[src/hdl/lrs_pkg.sv]
// ----------------------------------------------------------------------------
// Levenshtein row step package
// Shared constants, register indexes, saturating helper and the command and
// status groups that pass between the controller and the datapath.
// ----------------------------------------------------------------------------
`default_nettype none

package lrs_pkg;

  // Default number of target bytes the row can hold.
  localparam int unsigned MaxTargetDef = 16;

  // Target bytes carried by the configuration registers.
  localparam int unsigned RegBytes = 16;

  // Configuration port geometry.
  localparam int unsigned CfgIdxW  = 2;
  localparam int unsigned CfgDataW = 64;

  // Register indexes.
  localparam logic [CfgIdxW-1:0] REG_TARGET_LEN = 2'd0;
  localparam logic [CfgIdxW-1:0] REG_CHARS_LO   = 2'd1;
  localparam logic [CfgIdxW-1:0] REG_CHARS_HI   = 2'd2;
  localparam logic [CfgIdxW-1:0] REG_MAX_DIST   = 2'd3;

  // Commands from the controller to the datapath.
  typedef struct packed {
    logic accept;  // take a new input word
    logic step;    // update the current cell
    logic emit;    // load the result into the output register
  } lrs_cmd_t;

  // Status from the datapath to the controller.
  typedef struct packed {
    logic last_cell;  // the current cell is the last live one
    logic out_free;   // the output register can take a result this cycle
  } lrs_sts_t;

  // Add d to v and saturate at 255.
  function automatic logic [7:0] sat_inc(input logic [7:0] v, input logic d);
    logic [8:0] s;
    s = {1'b0, v} + {8'd0, d};
    return s[8] ? 8'hFF : s[7:0];
  endfunction

endpackage

`default_nettype wire

[src/hdl/lrs_ctrl.sv]
// ----------------------------------------------------------------------------
// Levenshtein row step controller
// Sequences one character: accept, one cell update per cycle, then a hand-off
// to the output register.
// ----------------------------------------------------------------------------
`default_nettype none

module lrs_ctrl
  import lrs_pkg::*;
(
  input  wire logic     clk_i,
  input  wire logic     rst_ni,
  input  wire logic     in_valid_i,
  output logic          in_stall_o,
  input  wire lrs_sts_t sts_i,
  output lrs_cmd_t      cmd_o
);

  typedef enum logic [2:0] {
    ST_IDLE = 3'b001,
    ST_RUN  = 3'b010,
    ST_EMIT = 3'b100
  } lrs_state_e;

  lrs_state_e state_q, state_d;

  // Next state and commands.
  always_comb begin
    state_d    = state_q;
    cmd_o      = '0;
    in_stall_o = 1'b1;
    unique case (state_q)
      ST_IDLE: begin
        in_stall_o = 1'b0;
        if (in_valid_i) begin
          cmd_o.accept = 1'b1;
          state_d      = ST_RUN;
        end
      end
      ST_RUN: begin
        cmd_o.step = 1'b1;
        if (sts_i.last_cell) begin
          state_d = ST_EMIT;
        end
      end
      ST_EMIT: begin
        if (sts_i.out_free) begin
          cmd_o.emit = 1'b1;
          state_d    = ST_IDLE;
        end
      end
      default: begin
        state_d = ST_IDLE;
      end
    endcase
  end

  // State register.
  always_ff @(posedge clk_i or negedge rst_ni) begin
    if (!rst_ni) begin
      state_q <= ST_IDLE;
    end else begin
      state_q <= state_d;
    end
  end

endmodule

`default_nettype wire

[src/hdl/lrs_datapath.sv]
// ----------------------------------------------------------------------------
// Levenshtein row step datapath
// Holds the configuration, the DP row and one shared cell update unit that
// walks the row one cell per cycle, plus the output register.
// ----------------------------------------------------------------------------
`default_nettype none

module lrs_datapath
  import lrs_pkg::*;
#(
  parameter int unsigned MAX_TARGET = MaxTargetDef
) (
  input  wire logic                clk_i,
  input  wire logic                rst_ni,
  input  wire logic                cfg_we_i,
  input  wire logic [CfgIdxW-1:0]  cfg_idx_i,
  input  wire logic [CfgDataW-1:0] cfg_wdata_i,
  input  wire logic [7:0]          ch_i,
  input  wire logic                start_req_i,
  input  wire lrs_cmd_t            cmd_i,
  output lrs_sts_t                 sts_o,
  output logic                     out_valid_o,
  input  wire logic                out_stall_i,
  output logic [7:0]               dist_res_o,
  output logic                     accept_o,
  output logic                     alive_o
);

  localparam int unsigned IdxW  = $clog2(MAX_TARGET + 1);
  localparam int unsigned ByteW = (MAX_TARGET > 1) ? $clog2(MAX_TARGET) : 1;
  localparam int unsigned LenW  = (IdxW > 5) ? IdxW : 5;

  // Configuration registers.
  logic [4:0]  target_len_q;
  logic [63:0] chars_lo_q;
  logic [63:0] chars_hi_q;
  logic [7:0]  max_dist_q;

  always_ff @(posedge clk_i or negedge rst_ni) begin
    if (!rst_ni) begin
      target_len_q <= '0;
      chars_lo_q   <= '0;
      chars_hi_q   <= '0;
      max_dist_q   <= '0;
    end else if (cfg_we_i) begin
      unique case (cfg_idx_i)
        REG_TARGET_LEN: target_len_q <= cfg_wdata_i[4:0];
        REG_CHARS_LO:   chars_lo_q   <= cfg_wdata_i;
        REG_CHARS_HI:   chars_hi_q   <= cfg_wdata_i;
        REG_MAX_DIST:   max_dist_q   <= cfg_wdata_i[7:0];
        default: begin
        end
      endcase
    end
  end

  // Target bytes; bytes beyond the registers read as zero.
  logic [7:0] tgt_bytes [MAX_TARGET];

  for (genvar gi = 0; gi < MAX_TARGET; gi++) begin : g_tgt
    if (gi < 8) begin : g_lo
      assign tgt_bytes[gi] = chars_lo_q[8*gi +: 8];
    end else if (gi < RegBytes) begin : g_hi
      assign tgt_bytes[gi] = chars_hi_q[8*(gi-8) +: 8];
    end else begin : g_zero
      assign tgt_bytes[gi] = 8'h00;
    end
  end

  // Live length, clamped to the row size.
  logic [LenW-1:0] len_ext;
  logic [IdxW-1:0] last_idx;

  always_comb begin
    len_ext = LenW'(target_len_q);
    if (len_ext > LenW'(MAX_TARGET)) begin
      last_idx = IdxW'(MAX_TARGET);
    end else begin
      last_idx = len_ext[IdxW-1:0];
    end
  end

  // Walk state: current cell, old and new values of the previous cell,
  // running minimum of the new row and the character in flight.
  logic [IdxW-1:0] idx_q;
  logic [7:0]      old_prev_q;
  logic [7:0]      new_prev_q;
  logic [7:0]      low_q;
  logic [7:0]      ch_q;
  logic [7:0]      row_q [MAX_TARGET+1];

  // Shared cell update unit.
  logic [ByteW-1:0] byte_idx;
  logic [7:0]       old_cell;
  logic             cost;
  logic [7:0]       sub_c;
  logic [7:0]       ins_c;
  logic [7:0]       del_c;
  logic [7:0]       new_cell;
  logic [7:0]       low_d;

  always_comb begin
    byte_idx = ByteW'(idx_q - IdxW'(1));
    old_cell = row_q[idx_q];
    cost     = (tgt_bytes[byte_idx] != ch_q);
    sub_c    = sat_inc(old_prev_q, cost);
    ins_c    = sat_inc(new_prev_q, 1'b1);
    del_c    = sat_inc(old_cell, 1'b1);
    if (idx_q == '0) begin
      new_cell = del_c;
      low_d    = del_c;
    end else begin
      new_cell = sub_c;
      if (ins_c < new_cell) begin
        new_cell = ins_c;
      end
      if (del_c < new_cell) begin
        new_cell = del_c;
      end
      low_d = (new_cell < low_q) ? new_cell : low_q;
    end
  end

  // The row: reloaded as a whole on a start, one cell written per step.
  always_ff @(posedge clk_i or negedge rst_ni) begin
    if (!rst_ni) begin
      for (int j = 0; j <= MAX_TARGET; j++) begin
        row_q[j] <= 8'(j);
      end
    end else if (cmd_i.accept && start_req_i) begin
      for (int j = 0; j <= MAX_TARGET; j++) begin
        row_q[j] <= 8'(j);
      end
    end else if (cmd_i.step) begin
      row_q[idx_q] <= new_cell;
    end
  end

  // Walk registers.
  always_ff @(posedge clk_i or negedge rst_ni) begin
    if (!rst_ni) begin
      idx_q <= '0;
    end else if (cmd_i.accept) begin
      idx_q <= '0;
    end else if (cmd_i.step) begin
      idx_q <= idx_q + IdxW'(1);
    end
  end

  always_ff @(posedge clk_i) begin
    if (cmd_i.accept) begin
      ch_q <= ch_i;
    end
    if (cmd_i.step) begin
      old_prev_q <= old_cell;
      new_prev_q <= new_cell;
      low_q      <= low_d;
    end
  end

  // Output register: takes a result while empty or while its word leaves.
  logic out_valid_q;
  logic [7:0] dist_q;
  logic accept_q;
  logic alive_q;

  always_ff @(posedge clk_i or negedge rst_ni) begin
    if (!rst_ni) begin
      out_valid_q <= 1'b0;
    end else if (cmd_i.emit) begin
      out_valid_q <= 1'b1;
    end else if (!out_stall_i) begin
      out_valid_q <= 1'b0;
    end
  end

  always_ff @(posedge clk_i) begin
    if (cmd_i.emit) begin
      dist_q   <= new_prev_q;
      accept_q <= (new_prev_q <= max_dist_q);
      alive_q  <= (low_q <= max_dist_q);
    end
  end

  assign sts_o.last_cell = (idx_q == last_idx);
  assign sts_o.out_free  = !out_valid_q || !out_stall_i;

  assign out_valid_o = out_valid_q;
  assign dist_res_o  = dist_q;
  assign accept_o    = accept_q;
  assign alive_o     = alive_q;

endmodule

`default_nettype wire

[src/hdl/levenshtein_row_step_core.sv]
// ----------------------------------------------------------------------------
// Levenshtein row step core
// One row of the Levenshtein edit-distance table, advanced by one character
// per input word, with distance and match flags per step.
// ----------------------------------------------------------------------------
// Each input word is first accepted, then the single shared cell update unit
// walks cells 0 to m in order, where m is target_len clamped to MAX_TARGET
// (each cell needs the new value of the one before it), and the result is
// then loaded into the output register. The next word is accepted while a
// finished result still waits in the output register; the walk only pauses
// at its end when that register is still occupied. Configuration is written
// through cfg_we_i, cfg_idx_i and cfg_wdata_i while the core is idle; the
// user must keep to this, as the core itself does not enforce it.
`default_nettype none

module levenshtein_row_step_core
  import lrs_pkg::*;
#(
  parameter int unsigned MAX_TARGET = MaxTargetDef
) (
  input  wire logic                clk_i,
  input  wire logic                rst_ni,
  input  wire logic                cfg_we_i,
  input  wire logic [CfgIdxW-1:0]  cfg_idx_i,
  input  wire logic [CfgDataW-1:0] cfg_wdata_i,
  input  wire logic                in_valid_i,
  output logic                     in_stall_o,
  input  wire logic [7:0]          ch_i,
  input  wire logic                start_req_i,
  output logic                     out_valid_o,
  input  wire logic                out_stall_i,
  output logic [7:0]               dist_res_o,
  output logic                     accept_o,
  output logic                     alive_o
);

  lrs_cmd_t cmd;
  lrs_sts_t sts;

  lrs_ctrl u_ctrl (
    .clk_i      (clk_i),
    .rst_ni     (rst_ni),
    .in_valid_i (in_valid_i),
    .in_stall_o (in_stall_o),
    .sts_i      (sts),
    .cmd_o      (cmd)
  );

  lrs_datapath #(
    .MAX_TARGET (MAX_TARGET)
  ) u_datapath (
    .clk_i       (clk_i),
    .rst_ni      (rst_ni),
    .cfg_we_i    (cfg_we_i),
    .cfg_idx_i   (cfg_idx_i),
    .cfg_wdata_i (cfg_wdata_i),
    .ch_i        (ch_i),
    .start_req_i (start_req_i),
    .cmd_i       (cmd),
    .sts_o       (sts),
    .out_valid_o (out_valid_o),
    .out_stall_i (out_stall_i),
    .dist_res_o  (dist_res_o),
    .accept_o    (accept_o),
    .alive_o     (alive_o)
  );

  // At most one command is active in any cycle.
  a_cmd_onehot: assert property (@(posedge clk_i) disable iff (!rst_ni)
    $onehot0({cmd.accept, cmd.step, cmd.emit}))
    else $error("more than one controller command active");

  // No cell is updated while the input side is open.
  a_no_step_idle: assert property (@(posedge clk_i) disable iff (!rst_ni)
    !in_stall_o |-> !cmd.step)
    else $error("cell update while accepting a new word");

  // A loaded result is presented in the next cycle.
  a_emit_valid: assert property (@(posedge clk_i) disable iff (!rst_ni)
    cmd.emit |=> out_valid_o)
    else $error("result loaded but output word not valid");

  // A result is only loaded when the output register has room.
  a_emit_room: assert property (@(posedge clk_i) disable iff (!rst_ni)
    cmd.emit |-> (!out_valid_o || !out_stall_i))
    else $error("result loaded over a waiting output word");

endmodule

`default_nettype wire

[config.mk]
export PLATFORM = sky130hd
export DESIGN_NAME = levenshtein_row_step_core
export DESIGN_NICKNAME = d
export VERILOG_FILES = /design/src/hdl/lrs_pkg.sv /design/src/hdl/lrs_ctrl.sv /design/src/hdl/lrs_datapath.sv /design/src/hdl/levenshtein_row_step_core.sv
export SDC_FILE = /design/constraint.sdc
export NUM_CORES = 1
export LEC_CHECK = 0
export BUFFER_PORTS_ARGS = -buffer_cell sky130_fd_sc_hd__buf_2
export CAP_MARGIN = 40
export CELL_PAD_IN_SITES_DETAIL_PLACEMENT = 1
export CELL_PAD_IN_SITES_GLOBAL_PLACEMENT = 1
export CORE_MARGIN = 5
export CORE_UTILIZATION = 35
export CTS_BUF_LIST = sky130_fd_sc_hd__clkbuf_16
export DETAILED_ROUTE_END_ITERATION = 10
export GPL_ROUTABILITY_DRIVEN = 0
export HOLD_SLACK_MARGIN = 0.02
export PLACE_DENSITY_LB_ADDON = 0.1
export SETUP_SLACK_MARGIN = 0.2
export SLEW_MARGIN = 15
export SYNTH_ARGS = -nofsm -noshare
export SYNTH_HDL_FRONTEND = slang
export SYNTH_SLANG_ARGS = --single-unit
[constraint.sdc]
create_clock -name clk_i -period 8.5 [get_ports clk_i]
set_input_delay 0 -clock clk_i [delete_from_list [all_inputs] [get_ports clk_i]]
set_output_delay 0 -clock clk_i [all_outputs]
set_load 0.005 [all_outputs]
Yosys cells after proc, flatten, opt, wreduce, memory -nomap -nowiden. Cells that the tools add are included.

Register bits after elaboration: 328. Bits of input ports: 80. Output and inout port bits: 12. Logic and storage cells: 111.

$add $sub $neg: 5. Magnitude comparators: 9. Equality and inequality tests: 12. Multiplexer cells: 36. Bitwise operators: 2. Reductions and logical operators: 16.

Operators with widths (number): 136-bit 2-to-1 mux (2); 136-bit bitwise mux (1); 8-bit 2-to-1 mux (15); 8-bit binary-select mux with 5-bit select (1); 8-bit demux with 5-bit select (1); 8-bit binary-select mux with 4-bit select (1); 8-bit less-than comparator (3); 8-bit by 1-bit adder with 9-bit output (second input constant) (2); 8-bit less-or-equal comparator (2); 5-bit 2-to-1 mux (3); 2-bit AND reduction (5); 8-bit by 1-bit adder with 9-bit output (1); 3-bit 2-to-1 mux (3); 3-bit case mux with 3 select lines (1); 1-bit 2-to-1 mux (8); 8-bit inequality test (1); 6-bit >= comparator (second input constant) (1); 6-bit by 1-bit less-than comparator with 1-bit output (second input constant) (1); 2-bit inequality test (second input constant) (3); 5-bit NOT with 6-bit output (1); 2-bit nonzero test (3); 5-bit by 1-bit adder with 5-bit output (second input constant) (1); 5-bit == test (1); 5-bit >= comparator (second input constant) (1); 15 further kinds (18).

Depth between registers and ports, before layout.
Depth in word-level cells: 18. Mapped depth: 41. Depth with buffers taken out: 34.

Cells and area by module. A second synthesis with hierarchy kept.

Cell total of the unflattened synthesis: 1396. Area, all modules: 16628.4 sq um.

By module, submodules not included: lrs_datapath (times used 1, cells each 1380, area an instance 16458.3 sq um, sequential area each 8384.3 sq um); lrs_ctrl (times used 1, cells each 16, area an instance 170.2 sq um, sequential area each 76.3 sq um).

Least setup slack after synthesis. Ideal clock, no wire load.

Path type: register to register. Start: reg u_datapath.idx_q[1]. End: reg u_datapath.low_q[0] (enable). Library setup time: 0.378 ns. Arrival time: 8.515 ns. Required time: 8.122 ns. Setup slack: -0.393 ns. Cell stages (with the launch flop): 38. Path buffers: 7. Period minus slack after synthesis: 8.893 ns. Cells stage by stage: dfrtp_1 -> buf_4 -> buf_4 -> buf_2 -> inv_1 -> ha_1 -> buf_1 -> clkbuf_1 -> mux4_2 -> mux4_2 -> xor2_1 -> nor4_1 -> nand2_1 -> ha_1 -> ha_1 -> and3_1 -> clkbuf_1 -> nand3_1 -> [2 not listed] -> and4_1 -> a21o_1 -> a21oi_1 -> o21ai_1 -> mux2_2 -> inv_1 -> ha_1 -> a21o_1 -> a21o_1 -> a21oi_1 -> nor2b_1 -> a31o_2 -> buf_2 -> mux2_2 -> ha_1 -> a211o_1 -> a211o_1 -> a31oi_1.

Word-level cells in the longest chain between the ends: 17. Elaborated cells between the ends (all ways): 24. Classes of those cells: add/sub (3); order compare (3); eq/ne (1); mux (12); bitwise (2); reduce/logical (3).

RTL lines: from (decl) (RTL line lrs_datapath.sv:85) `logic [IdxW-1:0] idx_q;`; from (signal assigned) (RTL line lrs_datapath.sv:146) `idx_q <= idx_q + IdxW'(1);`; 4-bit by 1-bit subtractor with 4-bit output (RTL line lrs_datapath.sv:103) `byte_idx = ByteW'(idx_q - IdxW'(1));`; 4-bit NOT with 5-bit output (not written as such) (RTL line lrs_datapath.sv:105) `cost = (tgt_bytes[byte_idx] != ch_q);`; 8-bit binary-select mux with 4-bit select (RTL line lrs_datapath.sv:105); 8-bit 2-to-1 mux (not written as such) (2 in a row) (RTL line lrs_datapath.sv:105); 8-bit inequality test (RTL line lrs_datapath.sv:105); 8-bit by 1-bit adder with 9-bit output (RTL line lrs_pkg.sv:42) `s = {1'b0, v} + {8'd0, d};`; 8-bit 2-to-1 mux (RTL line lrs_pkg.sv:43) `return s[8] ? 8'hFF : s[7:0];`; 8-bit less-than comparator (RTL line lrs_datapath.sv:114) `if (ins_c < new_cell) begin`; 8-bit 2-to-1 mux (RTL line lrs_datapath.sv:114); 8-bit 2-to-1 mux (RTL line lrs_datapath.sv:109) `if (idx_q == '0) begin`; 8-bit less-than comparator (RTL line lrs_datapath.sv:117) `if (del_c < new_cell) begin`; 8-bit 2-to-1 mux (RTL line lrs_datapath.sv:117); 8-bit 2-to-1 mux (RTL line lrs_datapath.sv:109); 8-bit less-than comparator (RTL line lrs_datapath.sv:120) `low_d = (new_cell < low_q) ? new_cell : low_q;`; 2-bit nonzero test (no source line) (*); 2-bit AND reduction (no source line) (*); to (signal assigned) (RTL line lrs_datapath.sv:157) `low_q <= low_d;`; to (decl) (RTL line lrs_datapath.sv:88) `logic [7:0] low_q;`.

Mark *: on every way between the ends. The rest lies on a longest branch, timed or not. The select of a mux whose other input is x is not followed. A chain may end at the register's enable or synchronous reset.

Worst setup path in the final report.
Start: reg u_datapath.idx_q[0]. End: reg u_datapath.low_q[4] (enable).

The elaborated chain is that of the path after synthesis.

==> results.md <==
- The commonest non-fill, non-tap cell in the layout is dfrtp_1.
- The placed instances occupy a cell area of roughly 17,000 um2.
- The fraction of power consumed by the clock network is between 20 and 30%.
- The slowest stage of the critical path belongs to the cell mux4_2.
- Setup slack closes at 0.562 ns.
- The final setup skew is 0.0166 ns.
- The instance count after placement with tap cells included is about 2,000.
- The cell leakage power is 8.29 nW.
- The summed negative setup slack over all endpoints is 0 ns.
- The kind of critical path is flop to flop.
- The design area is about 20,000 um2.
- The total wire length after detailed routing is roughly 47 mm.
- The power density over the cells is ~290 nW/um2.
- The core region area is between 40,000 and 50,000 um2.
- The met2 usage is 31.8%.
- The part of the cycle the worst path needs is between 90% and 100%.
- In the global route stage, met3 resource usage came out at under 10%.
- In this run the core area contains just under 80 standard-cell rows.
- The die span in x is approximately 230 um.
- The switching power summed over all nets is around 2.0 mW.
- TritonCTS built the clock tree.
- The die boundary height is approximately 230 um.
- The number of placed I/O pins is 92.
- The first global-routing pass estimated ~75 mm of wire.
- The full die area is roughly 50,000 um2.
- The global-route layer with the greatest usage is met2.
- In the routed design, unresolved DRC markers number 0.
- In this run, the number of DRC markers left after iteration 0 of detailed routing was 511.
- The maximum count of clock buffers along a single path is 3.
- The fraction of power spent switching nets is approximately a third.
- The worst setup path is captured at a flop.
- The number of sinks handled by clock tree synthesis is 328.
- The remaining max-slew budget at the tightest pin is approximately 30%.
- The maximum ir drop on the vdd rail is approximately 0.16 mV.
- The internal power of the cells totals 3.68 mW.
- The share of synthesized registers carrying an async set or reset is slightly below 90%.
- The clock tree root driver cell is clkbuf_16.
- Across the run, the number of max-cap violations was 0.
- By area the synthesized netlist is led by dfrtp_1, mux2_2, mux4_2.
- Setup repair after global routing left no endpoint under its margin.
- The actual slew at the worst max-slew pin is between 1 and 1.5 ns.
- The Yosys step of the flow raised 0 warnings.
- The synthesized net count is between 1,000 and 1,500.
- The worst hold path belongs to the class primary input to flop.
- The final-report hold violation count was 0.
- The number of global-route vias before repair is between 10,000 and 15,000.
- Setup violations remaining at the end of the flow were counted as 0.
- The synthesized design contains 42 enable-type register cells.
- Compared with the post-synthesis result, the final layout area differs by 20.3%.
- The final-stage net count is ~1,600.
- The source-to-sink clock delay at the later pin of the worst-skew pair is roughly 0.55 ns.
- The number of iterations in the first detailed-routing pass is 4.
- The worst stage delay on the critical path is about 0.5 ns.
- The quantity of I/O buffers inserted on ports is approximately 90.
- The synthesized design devotes to its leading area cell type between 30% and 40% of total area.
- The flow ran to the end, and the final reports show no timing, DRC or antenna violations.
- The HPWL after detailed placement is around 32 mm.
- 0 antenna diodes ended up in the layout.
- The sum of overflow across all layers after global routing is 0.
- At the worst endpoint, the required time is a little under 9 ns.
- The data arrival time of the critical path is between 8 and 9 ns.
- dfrtp_1 takes more of the synthesized area than any other cell.
- Of all nets on the critical path, the largest fanout is 17.
- Entering global routing, the biggest net connects ~170 pins.
- The post-synthesis instance area is between 15,000 and 20,000 um2.
- In the layout the commonest cells are dfrtp_1, o21ai_0, mux2_2.
- Timing analysis after detailed placement gives a worst setup slack of between 0.2 and 0.25 ns.
- The post-route netlist has 32.0% of its cells at a drive strength greater than 1.
- Clock-pin slew was measured on the worst setup and hold paths at approximately 0.06 ns.
- Excluding fillers, the count of instances in the completed layout stands at between 2,000 and 2,500.
- The worst setup path is launched from a flop.
- Of the synthesized area, sequential elements account for 52.0%.
- In this run, CTS created clock tree buffers numbering 40.
- The minimum period implied by the final worst setup slack is 7.94 ns.
- In the final routed layout, each cell accounts on average for between 20 and 25 um.
- The post-detailed-route count of antenna-violating nets is 0.
- After synthesis the netlist holds a flip-flop and latch count of approximately 330.
- The met1 routing resource usage after global routing is between 20% and 30%.
- The cell count after synthesis is ~1,300.
- The initial utilization of the core area, before any placement, comes to 35.2%.
- Global routing consumed, over all layers together, a little under a fifth of the routing resources.
- The average instance area after synthesis is 12.4 um2.
- The share of total power dissipated in combinational logic is between 30% and 40%.
- The via density per instance is roughly 5.3.
- Detailed routing inserted a total of about 11,000 vias.
- The number of antenna violations at the first check in global routing came to 1.
- The unique cell type count in the Yosys netlist is 65.
- The number of max-slew violations in the final report is 0.
- The power consumption is ~5.6 mW.
- The top flip-flop cell by instance count after synthesis is dfrtp_1.
- Per report_power, the sequential group accounts for a little over a third of the total.
- The depth of the CTS H-tree is 2.
- Timing would allow up to between 0.1 and 0.15 GHz.
worst max-delay path: cells and delay by family (launching register included):
| family | cells | cell delay (ns) |
|---|---|---|
| AOI/OAI and AO/OA | 10 | 1.98 |
| muxes | 5 | 1.73 |
| adders and majority gates | 5 | 1.46 |
| and+or+nand+nor | 6 | 1.27 |
| buffers and inverters | 5 | 0.65 |
| DFF | 1 | 0.43 |
| xor gates and xnor gates | 1 | 0.16 |
cell type report:
cell class | count | area, um2
Clock buffer | 41 | 1030
Clock inverter | 32 | 188
Fill cell | 4820 | 26700
Inverter | 45 | 169
Multi-Input combinational cell | 859 | 7380
Sequential cell | 328 | 8470
Tap cell | 607 | 759
Timing Repair Buffer | 203 | 1610
per-layer routing:
layer  wire [um]  up-vias
li1            -     5177
met1       22200     5826
met2       23200      146
met3        1350       57
met4         755        0
met5           0        -
logic make-up (layout without fill, tap and decap cells):
| family | after synthesis | in the layout | share of synthesized area [%] |
|---|---|---|---|
| adder cells (fa/ha/maj) | 45 | 45 | 3.46 |
| AND/OR/NAND/NOR | 277 | 277 | 8.65 |
| flip-flops | 328 | 328 | 52.0 |
| buffers and inverters | 125 | 321 | 3.43 |
| XOR/XNOR | 23 | 23 | 1.24 |
| AO/OA/AOI/OAI | 259 | 259 | 9.38 |
| multiplexers | 255 | 255 | 21.9 |
per-stage QoR:
| stage | hold slack, ns | utilization, % |
|---|---|---|
| 6_report | 0.133 | 42.4 |
| 3_3_place_gp | 0.179 | 37.6 |
| 2_1_floorplan | -0.296 | - |
| 4_1_cts | 0.107 | 42.1 |
| 5_1_grt | 0.131 | 42.4 |
| 3_5_place_dp | 0.181 | 37.8 |
path summary, 6_finish.rpt:
path,startpoint,slack (ns),to,depth (start not counted)
min in group asynchronous,rst_ni,0.18,u_datapath.out_valid_o,2
setup reg to reg,u_datapath.idx_q[0],0.56,u_datapath.low_q[4],32
hold reg to reg,u_datapath.row_q[117],0.49,u_datapath.row_q[117],2
hold / removal,cfg_we_i,0.13,u_datapath.len_ext[4],4
setup / recovery,u_datapath.idx_q[0],0.56,u_datapath.low_q[4],32
max in group asynchronous,rst_ni,6.75,u_datapath.idx_q[0],3
sequential cells by signal (all words and copies together) (netlist names):
name,flops
u_datapath.ch_q,8
u_datapath.idx_q,5
u_datapath.accept_o,1
u_datapath.dist_res_o,8
u_datapath.len_ext,5
u_ctrl.state_q,3
u_datapath.new_prev_q,8
u_datapath.low_q,8
u_datapath.out_valid_o,1
u_datapath.chars_hi_q,64
u_datapath.old_prev_q,8
u_datapath.max_dist_q,8
u_datapath.row_q,136
u_datapath.chars_lo_q,64
u_datapath.alive_o,1
synth_stat cells (8+ instances only):
master / n
dfstp_2: 34
o21ai_2: 9
a21o_1: 11
ha_1: 45
mux2i_1: 27
nand2b_1: 10
inv_1: 44
nand3_1: 127
a21oi_1: 20
xor2_1: 12
nor2b_1: 11
clkbuf_1: 53
and3_1: 11
buf_2: 8
mux4_2: 63
o21ai_0: 177
edfxtp_1: 42
mux2_2: 158
xnor2_1: 11
dfrtp_1: 252
nand2_1: 63
nor2_1: 14
repair_timing:
action,CTS,global route
hold endpoints to repair,269,0
gates resized for setup,1,13
buffers inserted,0,6
cloned,0,1
setup endpoints to repair,7,8
pin swaps,0,4
hold buffers,77,0
power groups by stage:
stage	Clock, mW	Combinational [mW]	Sequential (mW)
2_1_floorplan	0	1.36	1.96
3_3_place_gp	0	1.90	2.03
3_5_place_dp	0	1.95	2.03
4_1_cts	1.66	1.99	2.00
5_1_grt	1.72	2.22	2.03
6_report	1.60	2.04	2.00
Power figures use the tool's default switching activity.
